[config.mk]
export PLATFORM = sky130hd
export DESIGN_NAME = postfix_expression_evaluator
export DESIGN_NICKNAME = d
export VERILOG_FILES = /design/src/hw/rtl/pfe_pkg.sv /design/src/hw/rtl/postfix_expression_evaluator.sv /design/src/hw/rtl/pfe_div.sv
export SDC_FILE = /design/constraint.sdc
export NUM_CORES = 2
export LEC_CHECK = 0
export BUFFER_PORTS_ARGS = -buffer_cell sky130_fd_sc_hd__buf_2
export CAP_MARGIN = 10
export CORE_AREA = 5 5 319 633
export CTS_CLUSTER_SIZE = 20
export DETAILED_ROUTE_END_ITERATION = 10
export DIE_AREA = 0 0 324 638
export HOLD_SLACK_MARGIN = 0.1
export PLACE_DENSITY = 0.71
export SYNTH_ARGS = -nofsm -noshare
export SYNTH_HDL_FRONTEND = slang
export SYNTH_SLANG_ARGS = --single-unit
[constraint.sdc]
create_clock -name aclk -period 13.55 [get_ports aclk]
set_input_delay 2.0325 -clock aclk [delete_from_list [all_inputs] [get_ports aclk]]
set_output_delay 2.0325 -clock aclk [all_outputs]
set_load 0.01 [all_outputs]
[src/hw/rtl/pfe_pkg.sv]
// Shared types, constants and decode helpers for the postfix expression evaluator.
`default_nettype none

package pfe_pkg;

    localparam int STACK_DEPTH = 64;
    localparam int CNT_W       = $clog2(STACK_DEPTH + 1);
    localparam int ADDR_W      = $clog2(STACK_DEPTH);
    localparam int WORD_W      = 32;
    localparam int SYM_W       = 8;
    localparam int DIV_STEPS   = WORD_W;
    localparam int STEP_W      = $clog2(DIV_STEPS);

    localparam logic [SYM_W-1:0] CH_ZERO  = 8'h30;
    localparam logic [SYM_W-1:0] CH_NINE  = 8'h39;
    localparam logic [SYM_W-1:0] CH_UP_A  = 8'h41;
    localparam logic [SYM_W-1:0] CH_UP_Z  = 8'h5A;
    localparam logic [SYM_W-1:0] CH_LO_A  = 8'h61;
    localparam logic [SYM_W-1:0] CH_LO_Z  = 8'h7A;
    localparam logic [SYM_W-1:0] CH_PLUS  = 8'h2B;
    localparam logic [SYM_W-1:0] CH_MINUS = 8'h2D;
    localparam logic [SYM_W-1:0] CH_STAR  = 8'h2A;
    localparam logic [SYM_W-1:0] CH_SLASH = 8'h2F;
    localparam logic [SYM_W-1:0] CH_PCT   = 8'h25;

    typedef enum logic [2:0] {
        ST_OK        = 3'd0,
        ST_BAD_CHAR  = 3'd1,
        ST_UNDERFLOW = 3'd2,
        ST_OVERFLOW  = 3'd3,
        ST_DIV_ZERO  = 3'd4
    } status_t;

    typedef enum logic [2:0] {
        OP_ADD,
        OP_SUB,
        OP_MUL,
        OP_DIV,
        OP_MOD,
        OP_NONE
    } op_t;

    typedef enum logic [1:0] {
        S_IDLE,
        S_READ,
        S_DIV,
        S_FINISH
    } state_t;

    typedef struct packed {
        logic              start;
        logic [WORD_W-1:0] dividend;
        logic [WORD_W-1:0] divisor;
    } div_req_t;

    typedef struct packed {
        logic              done;
        logic [WORD_W-1:0] quotient;
        logic [WORD_W-1:0] remainder;
    } div_rsp_t;

    function automatic logic is_operand(input logic [SYM_W-1:0] c);
        return (c >= CH_UP_A && c <= CH_UP_Z) || (c >= CH_LO_A && c <= CH_LO_Z) ||
               (c >= CH_ZERO && c <= CH_NINE);
    endfunction

    function automatic op_t decode_op(input logic [SYM_W-1:0] c);
        op_t op;
        unique case (c)
            CH_PLUS:  op = OP_ADD;
            CH_MINUS: op = OP_SUB;
            CH_STAR:  op = OP_MUL;
            CH_SLASH: op = OP_DIV;
            CH_PCT:   op = OP_MOD;
            default:  op = OP_NONE;
        endcase
        return op;
    endfunction

endpackage

`default_nettype wire

[src/hw/rtl/postfix_expression_evaluator.sv]
// Top level of the postfix expression evaluator: stack, sequencer and result register.
// Operands, bad or skipped characters and operators short of operands finish in S_IDLE;
// + - * and a division by zero also pass S_READ (stack read, then compute); / and % then
// wait in S_DIV for the one-bit-per-cycle divider. A final character adds S_FINISH to load
// the result register, held while an earlier result waits for m_tready. Requests are taken
// only in S_IDLE. Reset (aresetn low, synchronous) empties the stack, clears error, valid.
`default_nettype none

module postfix_expression_evaluator (
    input  wire logic        aclk,
    input  wire logic        aresetn,
    // Input requests: one character per request, tlast on the final character.
    input  wire logic        s_tvalid,
    output logic             s_tready,
    input  wire logic [7:0]  s_tdata,   // [7:0] symbol
    input  wire logic        s_tlast,   // final_symbol
    // Results: one per expression.
    output logic             m_tvalid,
    input  wire logic        m_tready,
    output logic [39:0]      m_tdata    // [31:0] value, [34:32] status, [39:35] zero
);

    // The top of the stack lives in tos_reg; the entries below it live in the memory,
    // so an operator needs exactly one memory read (the first operand).
    logic [pfe_pkg::WORD_W-1:0] stack_mem [pfe_pkg::STACK_DEPTH];
    logic [pfe_pkg::WORD_W-1:0] rd_data_reg;
    logic [pfe_pkg::ADDR_W-1:0] mem_raddr;
    logic [pfe_pkg::ADDR_W-1:0] mem_waddr;
    logic                       mem_we;

    pfe_pkg::state_t            state_reg, state_next;
    logic [pfe_pkg::CNT_W-1:0]  cnt_reg, cnt_next;
    logic [pfe_pkg::CNT_W-1:0]  cnt_m1;
    logic [pfe_pkg::CNT_W-1:0]  cnt_m2;
    logic [pfe_pkg::WORD_W-1:0] tos_reg, tos_next;
    pfe_pkg::status_t           err_reg, err_next;
    pfe_pkg::op_t               op_reg, op_next;
    pfe_pkg::op_t               in_op;
    logic                       last_reg, last_next;

    logic                       out_valid_reg, out_valid_next;
    logic [pfe_pkg::WORD_W-1:0] out_value_reg, out_value_next;
    pfe_pkg::status_t           out_status_reg, out_status_next;

    pfe_pkg::div_req_t          div_req;
    pfe_pkg::div_rsp_t          div_rsp;

    pfe_pkg::state_t            done_state;
    logic [pfe_pkg::WORD_W-1:0] alu_sum;
    logic [pfe_pkg::WORD_W-1:0] alu_diff;
    logic [pfe_pkg::WORD_W-1:0] alu_prod;

    pfe_div u_div (
        .aclk    (aclk),
        .aresetn (aresetn),
        .req     (div_req),
        .rsp     (div_rsp)
    );

    assign cnt_m1    = cnt_reg - pfe_pkg::CNT_W'(1);
    assign cnt_m2    = cnt_reg - pfe_pkg::CNT_W'(2);
    assign mem_waddr = cnt_m1[pfe_pkg::ADDR_W-1:0];
    assign in_op     = pfe_pkg::decode_op(s_tdata);

    // First operand comes from the memory, second operand is the top register.
    assign alu_sum  = rd_data_reg + tos_reg;
    assign alu_diff = rd_data_reg - tos_reg;
    assign alu_prod = rd_data_reg * tos_reg;

    assign s_tready = (state_reg == pfe_pkg::S_IDLE);
    assign m_tvalid = out_valid_reg;
    assign m_tdata  = {5'b0, out_status_reg, out_value_reg};

    always_ff @(posedge aclk) begin
        if (mem_we) begin
            stack_mem[mem_waddr] <= tos_reg;
        end
        rd_data_reg <= stack_mem[mem_raddr];
    end

    always_ff @(posedge aclk) begin
        if (!aresetn) begin
            state_reg     <= pfe_pkg::S_IDLE;
            cnt_reg       <= '0;
            err_reg       <= pfe_pkg::ST_OK;
            out_valid_reg <= 1'b0;
        end else begin
            state_reg     <= state_next;
            cnt_reg       <= cnt_next;
            err_reg       <= err_next;
            out_valid_reg <= out_valid_next;
        end
    end

    always_ff @(posedge aclk) begin
        tos_reg        <= tos_next;
        op_reg         <= op_next;
        last_reg       <= last_next;
        out_value_reg  <= out_value_next;
        out_status_reg <= out_status_next;
    end

    always_comb begin
        state_next       = state_reg;
        cnt_next         = cnt_reg;
        tos_next         = tos_reg;
        err_next         = err_reg;
        op_next          = op_reg;
        last_next        = last_reg;
        out_valid_next   = out_valid_reg & ~m_tready;
        out_value_next   = out_value_reg;
        out_status_next  = out_status_reg;
        mem_we           = 1'b0;
        mem_raddr        = cnt_m2[pfe_pkg::ADDR_W-1:0];
        div_req.start    = 1'b0;
        div_req.dividend = rd_data_reg;
        div_req.divisor  = tos_reg;
        done_state       = last_reg ? pfe_pkg::S_FINISH : pfe_pkg::S_IDLE;

        unique case (state_reg)
            pfe_pkg::S_IDLE: begin
                if (s_tvalid) begin
                    last_next  = s_tlast;
                    state_next = s_tlast ? pfe_pkg::S_FINISH : pfe_pkg::S_IDLE;
                    // Once an error is recorded the rest of the expression is skipped.
                    if (err_reg == pfe_pkg::ST_OK) begin
                        if (pfe_pkg::is_operand(s_tdata)) begin
                            if (cnt_reg >= pfe_pkg::CNT_W'(pfe_pkg::STACK_DEPTH)) begin
                                err_next = pfe_pkg::ST_OVERFLOW;
                            end else begin
                                mem_we   = (cnt_reg != '0);
                                tos_next = {{(pfe_pkg::WORD_W-pfe_pkg::SYM_W){1'b0}}, s_tdata}
                                           - pfe_pkg::WORD_W'(pfe_pkg::CH_ZERO);
                                cnt_next = cnt_reg + pfe_pkg::CNT_W'(1);
                            end
                        end else if (in_op == pfe_pkg::OP_NONE) begin
                            err_next = pfe_pkg::ST_BAD_CHAR;
                        end else if (cnt_reg < pfe_pkg::CNT_W'(2)) begin
                            err_next = pfe_pkg::ST_UNDERFLOW;
                        end else begin
                            op_next    = in_op;
                            state_next = pfe_pkg::S_READ;
                        end
                    end
                end
            end

            pfe_pkg::S_READ: begin
                state_next = done_state;
                unique case (op_reg)
                    pfe_pkg::OP_ADD: begin
                        tos_next = alu_sum;
                        cnt_next = cnt_m1;
                    end
                    pfe_pkg::OP_SUB: begin
                        tos_next = alu_diff;
                        cnt_next = cnt_m1;
                    end
                    pfe_pkg::OP_MUL: begin
                        tos_next = alu_prod;
                        cnt_next = cnt_m1;
                    end
                    pfe_pkg::OP_DIV, pfe_pkg::OP_MOD: begin
                        if (tos_reg == '0) begin
                            err_next = pfe_pkg::ST_DIV_ZERO;
                        end else begin
                            div_req.start = 1'b1;
                            state_next    = pfe_pkg::S_DIV;
                        end
                    end
                    default: begin
                    end
                endcase
            end

            pfe_pkg::S_DIV: begin
                if (div_rsp.done) begin
                    tos_next   = (op_reg == pfe_pkg::OP_MOD) ? div_rsp.remainder
                                                             : div_rsp.quotient;
                    cnt_next   = cnt_m1;
                    state_next = done_state;
                end
            end

            pfe_pkg::S_FINISH: begin
                // Wait for the result register to be free, then report and empty the stack.
                if (!out_valid_reg || m_tready) begin
                    out_valid_next = 1'b1;
                    if (err_reg != pfe_pkg::ST_OK) begin
                        out_status_next = err_reg;
                        out_value_next  = '0;
                    end else if (cnt_reg == '0) begin
                        out_status_next = pfe_pkg::ST_UNDERFLOW;
                        out_value_next  = '0;
                    end else begin
                        out_status_next = pfe_pkg::ST_OK;
                        out_value_next  = tos_reg;
                    end
                    cnt_next   = '0;
                    err_next   = pfe_pkg::ST_OK;
                    state_next = pfe_pkg::S_IDLE;
                end
            end

            default: begin
                state_next = pfe_pkg::S_IDLE;
            end
        endcase
    end

    // The stack never holds more than its depth.
    a_cnt_bound: assert property (@(posedge aclk) disable iff (!aresetn)
        cnt_reg <= pfe_pkg::CNT_W'(pfe_pkg::STACK_DEPTH))
        else $error("stack count beyond depth");

    // A reported error always carries a zero value.
    a_err_zero: assert property (@(posedge aclk) disable iff (!aresetn)
        (out_valid_reg && out_status_reg != pfe_pkg::ST_OK) |-> out_value_reg == '0)
        else $error("nonzero value with error status");

    // The divider is never started with a zero divisor.
    a_div_nonzero: assert property (@(posedge aclk) disable iff (!aresetn)
        div_req.start |-> div_req.divisor != '0)
        else $error("divider started with zero divisor");

    // A recorded error holds until the result is reported.
    a_err_sticky: assert property (@(posedge aclk) disable iff (!aresetn)
        (err_reg != pfe_pkg::ST_OK && state_reg != pfe_pkg::S_FINISH)
        |=> err_reg == $past(err_reg))
        else $error("error code changed before the end of the expression");

endmodule

`default_nettype wire

[src/hw/rtl/pfe_div.sv]
// Iterative signed divider, one quotient bit per cycle, truncating toward zero.
`default_nettype none

module pfe_div (
    input  wire logic              aclk,
    input  wire logic              aresetn,
    input  wire pfe_pkg::div_req_t req,
    output pfe_pkg::div_rsp_t      rsp
);

    logic [pfe_pkg::WORD_W-1:0] rem_reg, rem_next;
    logic [pfe_pkg::WORD_W-1:0] quo_reg, quo_next;
    logic [pfe_pkg::WORD_W-1:0] dvs_reg;
    logic [pfe_pkg::STEP_W-1:0] step_reg;
    logic                       busy_reg;
    logic                       done_reg;
    logic                       neg_q_reg;
    logic                       neg_r_reg;

    logic [pfe_pkg::WORD_W:0]   shifted;
    logic [pfe_pkg::WORD_W:0]   diff;
    logic [pfe_pkg::WORD_W-1:0] a_mag;
    logic [pfe_pkg::WORD_W-1:0] b_mag;

    assign a_mag = req.dividend[pfe_pkg::WORD_W-1] ? -req.dividend : req.dividend;
    assign b_mag = req.divisor[pfe_pkg::WORD_W-1]  ? -req.divisor  : req.divisor;

    // Restoring step: bring down the next dividend bit and try the subtraction.
    always_comb begin
        shifted = {rem_reg, quo_reg[pfe_pkg::WORD_W-1]};
        diff    = shifted - {1'b0, dvs_reg};
        if (!diff[pfe_pkg::WORD_W]) begin
            rem_next = diff[pfe_pkg::WORD_W-1:0];
            quo_next = {quo_reg[pfe_pkg::WORD_W-2:0], 1'b1};
        end else begin
            rem_next = shifted[pfe_pkg::WORD_W-1:0];
            quo_next = {quo_reg[pfe_pkg::WORD_W-2:0], 1'b0};
        end
    end

    always_ff @(posedge aclk) begin
        if (!aresetn) begin
            busy_reg <= 1'b0;
            done_reg <= 1'b0;
        end else begin
            done_reg <= 1'b0;
            if (req.start) begin
                busy_reg <= 1'b1;
            end else if (busy_reg && step_reg == pfe_pkg::STEP_W'(pfe_pkg::DIV_STEPS - 1)) begin
                busy_reg <= 1'b0;
                done_reg <= 1'b1;
            end
        end
    end

    always_ff @(posedge aclk) begin
        if (req.start) begin
            rem_reg   <= '0;
            quo_reg   <= a_mag;
            dvs_reg   <= b_mag;
            step_reg  <= '0;
            neg_q_reg <= req.dividend[pfe_pkg::WORD_W-1] ^ req.divisor[pfe_pkg::WORD_W-1];
            neg_r_reg <= req.dividend[pfe_pkg::WORD_W-1];
        end else if (busy_reg) begin
            rem_reg  <= rem_next;
            quo_reg  <= quo_next;
            step_reg <= step_reg + pfe_pkg::STEP_W'(1);
        end
    end

    assign rsp.done      = done_reg;
    assign rsp.quotient  = neg_q_reg ? -quo_reg : quo_reg;
    assign rsp.remainder = neg_r_reg ? -rem_reg : rem_reg;

endmodule

`default_nettype wire

---- Word level (Yosys, flattened, before mapping) ----
Memories as Yosys holds them, arrays and structs flattened. A register that Yosys moved wholly into a read port is not among the register bits.
Index checks and enable logic that the tools add are counted.
word-level totals
  register bits after elaboration ......... 189
  ROM bits ................................ 0
  memories ................................ 1
  word-level logic and storage cells ...... 167
  latch bits .............................. 0
  RAM bits ................................ 2,048
memories
  memory     depth  width  rd ports  clocked after Yosys merged registers in  write ports  line                                RTL
  stack_mem  64     32     1         1                                        1            postfix_expression_evaluator.sv:25  logic [pfe_pkg::WORD_W-1:0] stack_mem [pfe_pkg::STACK_DEPTH];
cells by class
  equal/unequal tests ..................... 26
  shifts and indexed selects .............. 0
  muxes and demuxes ....................... 64
  order comparisons ....................... 8
  bitwise logic cells ..................... 7
  div/mod/pow operators ................... 0
  $add $sub $neg .......................... 12
  multiply operators ...................... 1
  reduce and logical (&&, ||, !) cells .... 30
operators by type and width
  operator                                              number
  2-to-1 mux 32 bit                                     12
  one-hot mux 32 bit (3 select lines)                   2
  negator 32 bit                                        4
  2-to-1 mux 7 bit                                      7
  == test 8 x 6 -> 1 bit (second input constant)        5
  subtractor 33 x 32 -> 33 bit                          1
  adder 32 bit                                          1
  zero test 32 bit                                      1
  multiplier 32 x 32 -> 32 bit                          1
  subtractor 32 bit                                     1
  2-to-1 mux 31 bit                                     1
  2-to-1 mux 3 bit                                      10
  one-hot mux 7 bit (4 select lines)                    1
  2-to-1 mux 2 bit                                      12
  >= comparator 8 x 7 -> 1 bit (second input constant)  2
  <= comparator 8 x 7 -> 1 bit (second input constant)  2
  2-to-1 mux 1 bit                                      16
  one-hot mux 3 bit (5 select lines)                    1
  AND reduction 7 bit                                   2
  != test 2 bit (second input constant)                 6
  one-hot mux 3 bit (3 select lines)                    1
  nonzero test 3 bit                                    3
  subtractor 8 x 6 -> 9 bit (second input constant)     1
  >= comparator 8 x 6 -> 1 bit (second input constant)  1
  34 further kinds                                      54

---- Logic depth before layout (Yosys ltp) ----
  depth in word-level cells ............... 10
  depth in mapped cells ................... 28
  gate-level depth less buffers ........... 26

---- By module ----
A second synthesis with hierarchy kept.
second synthesis, totals
  cells, all modules ...................... 6,543
  area total of the unflattened synthesis .. 109,392.4 µm²
by module, submodules not included
  module                        area each (µm²)  cells an instance  seq. area each (µm²)  times used
  postfix_expression_evaluator  101,001.9        5,551              64,531.9              1
  pfe_div                       8,390.5          992                2,762.6               1

---- Worst setup path after synthesis ----
No wires, ideal clock.
  kind .................................... register to register
  start ................................... reg tos_reg[17] in the netlist's numbering
  end ..................................... reg tos_reg[31] in the netlist's numbering (data pin)
  arrival ................................. 7,500 ps
  data required time ...................... 13,279 ps
  buffers on the path ..................... 2
  setup slack ............................. 5,779 ps
  stages on the path, launching flop included .. 26
  setup time .............................. 271 ps
  cells stage by stage .................... edfxtp_1 clkbuf_1 clkbuf_1 nand2_1 fa_1 inv_1 fa_1 inv_1 fa_1 inv_1 fa_1 inv_1 fa_1 fa_1 fa_1 fa_1 xnor2_1 xnor2_1 xnor2_1 xnor2_1 xnor2_1 xnor2_1 xnor2_1 mux2_2 a221oi_1 o211ai_1
on the way
  cells in the longest elaborated chain, start to end .. 3
ends and longest elaborated chain
  element                                                     line                                 RTL
  start, declared                                             postfix_expression_evaluator.sv:35   logic [pfe_pkg::WORD_W-1:0] tos_reg, tos_next;
  start signal, assigned                                      postfix_expression_evaluator.sv:96   tos_reg <= tos_next;
  multiplier 32 x 32 -> 32 bit, or another cell as far along  postfix_expression_evaluator.sv:68   assign alu_prod = rd_data_reg * tos_reg;
  one-hot mux 32 bit (3 select lines) *                       postfix_expression_evaluator.sv:150  unique case (op_reg)
  one-hot mux 32 bit (3 select lines) *                       postfix_expression_evaluator.sv:120  unique case (state_reg)
  named net tos_next (one bit)                                postfix_expression_evaluator.sv:35
Mark *: on every way through the listed nets, which the timed path passes. The rest lies on a longest branch.
A chain may end at the register's enable or synchronous reset.

---- Final worst setup path ----
  start ................................... reg tos_reg[3] in the netlist's numbering
  end ..................................... reg tos_reg[18] in the netlist's numbering (data pin)
Same word-level chain as after synthesis.

==> results by group <==
Clocking
  – Reg clk slew, reported paths: 0.07 ns
  – Clock Latency Late Sink: 0.86 ns
  – CTS H-tree lvls: 4
  – Clk buf depth: 4
  – # resized after CTS: 0
  – CTS tree: done
  – Clock buffers created by TritonCTS: 191
  – Clock Sink Count: 2269
  – Clock root buffer: clkbuf_16
  – Post CTS Setup Buffer Count: 0
  – Cts hold-fix bufs: 0

STA
  – Worst-margin pin slew: 1.301 ns
  – Max frequency: 117.9 MHz
  – Setup ws final: 5.066 ns
  – Setup_tns: 0 ns
  – Slew headroom: 0.1298
  – Final Slew Violations: 0
  – Fin crit period: 8.484 ns
  – Final worst-path cycle share: 0.6261
  – RSZ-0062 raised after global routing: false
  – Endpoints failing hold: 0
  – Final Setup Violations: 0
  – Clock skew: 0.07217 ns

Worst setup path
  – Worst Path Arrival: 9.04 ns
  – Critical path's largest stage delay: 0.86 ns
  – Required @ worst endpoint: 14.11 ns
  – Crit path kind: reg -> reg
  – CP cell instances: buf_4, buf_4, and2_1, fa_1, inv_1, fa_1, fa_1, fa_1, inv_1, ha_1, ha_1, fa_1, fa_1, ha_1, a21o_1, a2111oi_1, buf_4, o21ai_0, a21oi_1, xor2_1, nor2_1, a21oi_1, o221ai_1
  – Slowest stage cell, crit path: a2111oi_1
  – CP most frequent cell: fa_1
  – Worst setup EP type: flip-flop
  – Setup crit start kind: flip-flop
  – Worst Path Max Fanout: 55
  – R2R depth: 23

Drt
  – DR vias/cell: 6.596
  – TritonRoute pass-1 iters: 8
  – WL/cell: 34.55 um
  – Drc violations: 0
  – Iter 0 DRT Violations: 6762
  – Final wirelength: 322.7 mm
  – Antenna viol nets, final: 0
  – Via count: 61589

Layout
  – Top reg by flops: stack_mem
  – Fillers: 14012
  – Area Overhead vs Synth: 9.632%
  – FF+latch area: 67310 um^2
  – Footprint of the multi-input gates: 39260 um^2
  – Layout Nets: 7238
  – Fraction of final layout cells sized beyond drive strength 1: 0.1949
  – Max FFs per register: 2048

Synthesis
  – Main synth FF type: edfxtp_1
  – Cell with the most instances after synthesis: edfxtp_1
  – Top cells by count, synth: edfxtp_1, mux4_2, inv_1
  – Synth area leader: edfxtp_1
  – Share of the synthesized area in the top cell type: 0.6013
  – Post-synthesis cell area: 109100 um^2
  – Seq/Total Area, Yosys: 0.6168
  – Post-synth EDFFs: 2185
  – Synth Instances: 6534
  – Unique masters post-synth: 79
  – Mean Syn Cell Area: 16.70 um^2
  – Asr flop ratio synth: 0
  – Top post-synthesis cells by area: edfxtp_1, mux4_2, fa_1
  – Yosys reg bits: 2269
  – Ys Warns: 0

Placement
  – DP Worst Slack: 5.336 ns
  – Gpl congestion: 0.9895
  – I/O Buffers: 49
  – DPL Wire Length: 197.7 mm

Global routing
  – Largest net degree at the start of global routing: 136
  – Overall Global Routing Usage: 0.3154
  – Congestion Overflow GR: 0
  – Vias in the first global route: 64985
  – First-pass GRT wire length: 458.7 mm
  – Antenna violations before repair: 32

Die
  – # IOs: 55
  – Die width: 324 um
  – # rows: 230
  – Die Ht: 638 um
  – Die ar.: 206700 um^2
  – Initial cell density of the core: 0.5559
  – Core area: 196300 um^2

Worst hold path
  – Hold Crit Depth: 2
  – Hold crit path type: reg -> reg

Job
  – Total of max-cap violations: 0

Outcome
  – Status: finished, final reports clean
==> layer usage <==
layer  vias up  global-route usage  part of all wire
met5         -                   0           0.00023
li1      24701                   -                 -
met4        12              0.2765              0.11
met2      3551              0.5300              0.51
met3      1236             0.06787             0.081
met1     32089              0.3329              0.30
==> area by class of cell <==
class	count	area share
inverters	461	0.01449
flip-flops and latches	2269	0.5627
diodes	29	0.0006067
clock inverters	127	0.01128
multi-input cells	3439	0.3282
clock buffers	216	0.04110
repair buffers	245	0.01498
well taps	2552	0.02669
==> path summary, 6_finish.rpt <==
kind / start / end / slack [ns]
setup / recovery: tos_reg[3] / tos_reg[18] / 5.07
setup reg to reg: tos_reg[3] / tos_reg[18] / 5.07
hold reg to reg: u_div.step_reg[4] / u_div.step_reg[4] / 0.52
hold / removal: u_div.step_reg[4] / u_div.step_reg[4] / 0.52
==> kinds of logic (layout without fill, tap and decap cells) <==
logic type / after synthesis / after routing / share of synthesized area
muxes: 715 / 715 / 0.1418
and+or+nand+nor: 1230 / 1230 / 0.05614
adders and majority gates: 618 / 618 / 0.09908
AOI/OAI and AO/OA: 581 / 581 / 0.03387
other: 1 / 34 / 0.00003437
buffers and inverters: 830 / 1049 / 0.02902
DFF: 2269 / 2269 / 0.6168
xor gates and xnor gates: 290 / 290 / 0.02328
==> through the flow <==
| step | hold WS, ns | cells | util | area [um^2] |
|---|---|---|---|---|
| final | 0.5221 | 9338 | 0.6095 | 119600 |
| after global routing | 0.5349 | 9326 | 0.6093 | 119600 |
| after CTS | 0.5211 | 9307 | 0.6090 | 119500 |
| after detailed placement | 0.5060 | 8964 | 0.5770 | 113300 |
| after global placement | 0.4796 | 8964 | 0.5770 | 113300 |
| after floorplan | 0.4064 | 6538 | - | 109100 |
==> cell usage in the layout (no fill, tap or decap), types with 123 or more instances in the layout <==
cell	netlist	final
edfxtp_1	2185	2185
mux4_2	664	664
inv_1	460	460
nand2_1	430	430
fa_1	410	410
and2_1	348	348
ha_1	208	207
clkbuf_16	0	193
buf_4	7	190
o21ai_0	175	175
xnor2_1	165	164
nor2_1	200	135
a21oi_1	134	134
xor2_1	125	123
==> critical path: cells and delay by family (launching register included) <==
| family | cells | cell delay (ns) |
|---|---|---|
| xor gates and xnor gates | 1 | 0.38 |
| DFF | 1 | 0.34 |
| and+or+nand+nor | 2 | 0.32 |
| buffers and inverters | 5 | 1.57 |
| AOI/OAI and AO/OA | 6 | 1.72 |
| adders and majority gates | 9 | 3.76 |
Power is not shown: default switching activity piles up to over one toggle a cycle in this logic, so the estimate is an artifact.
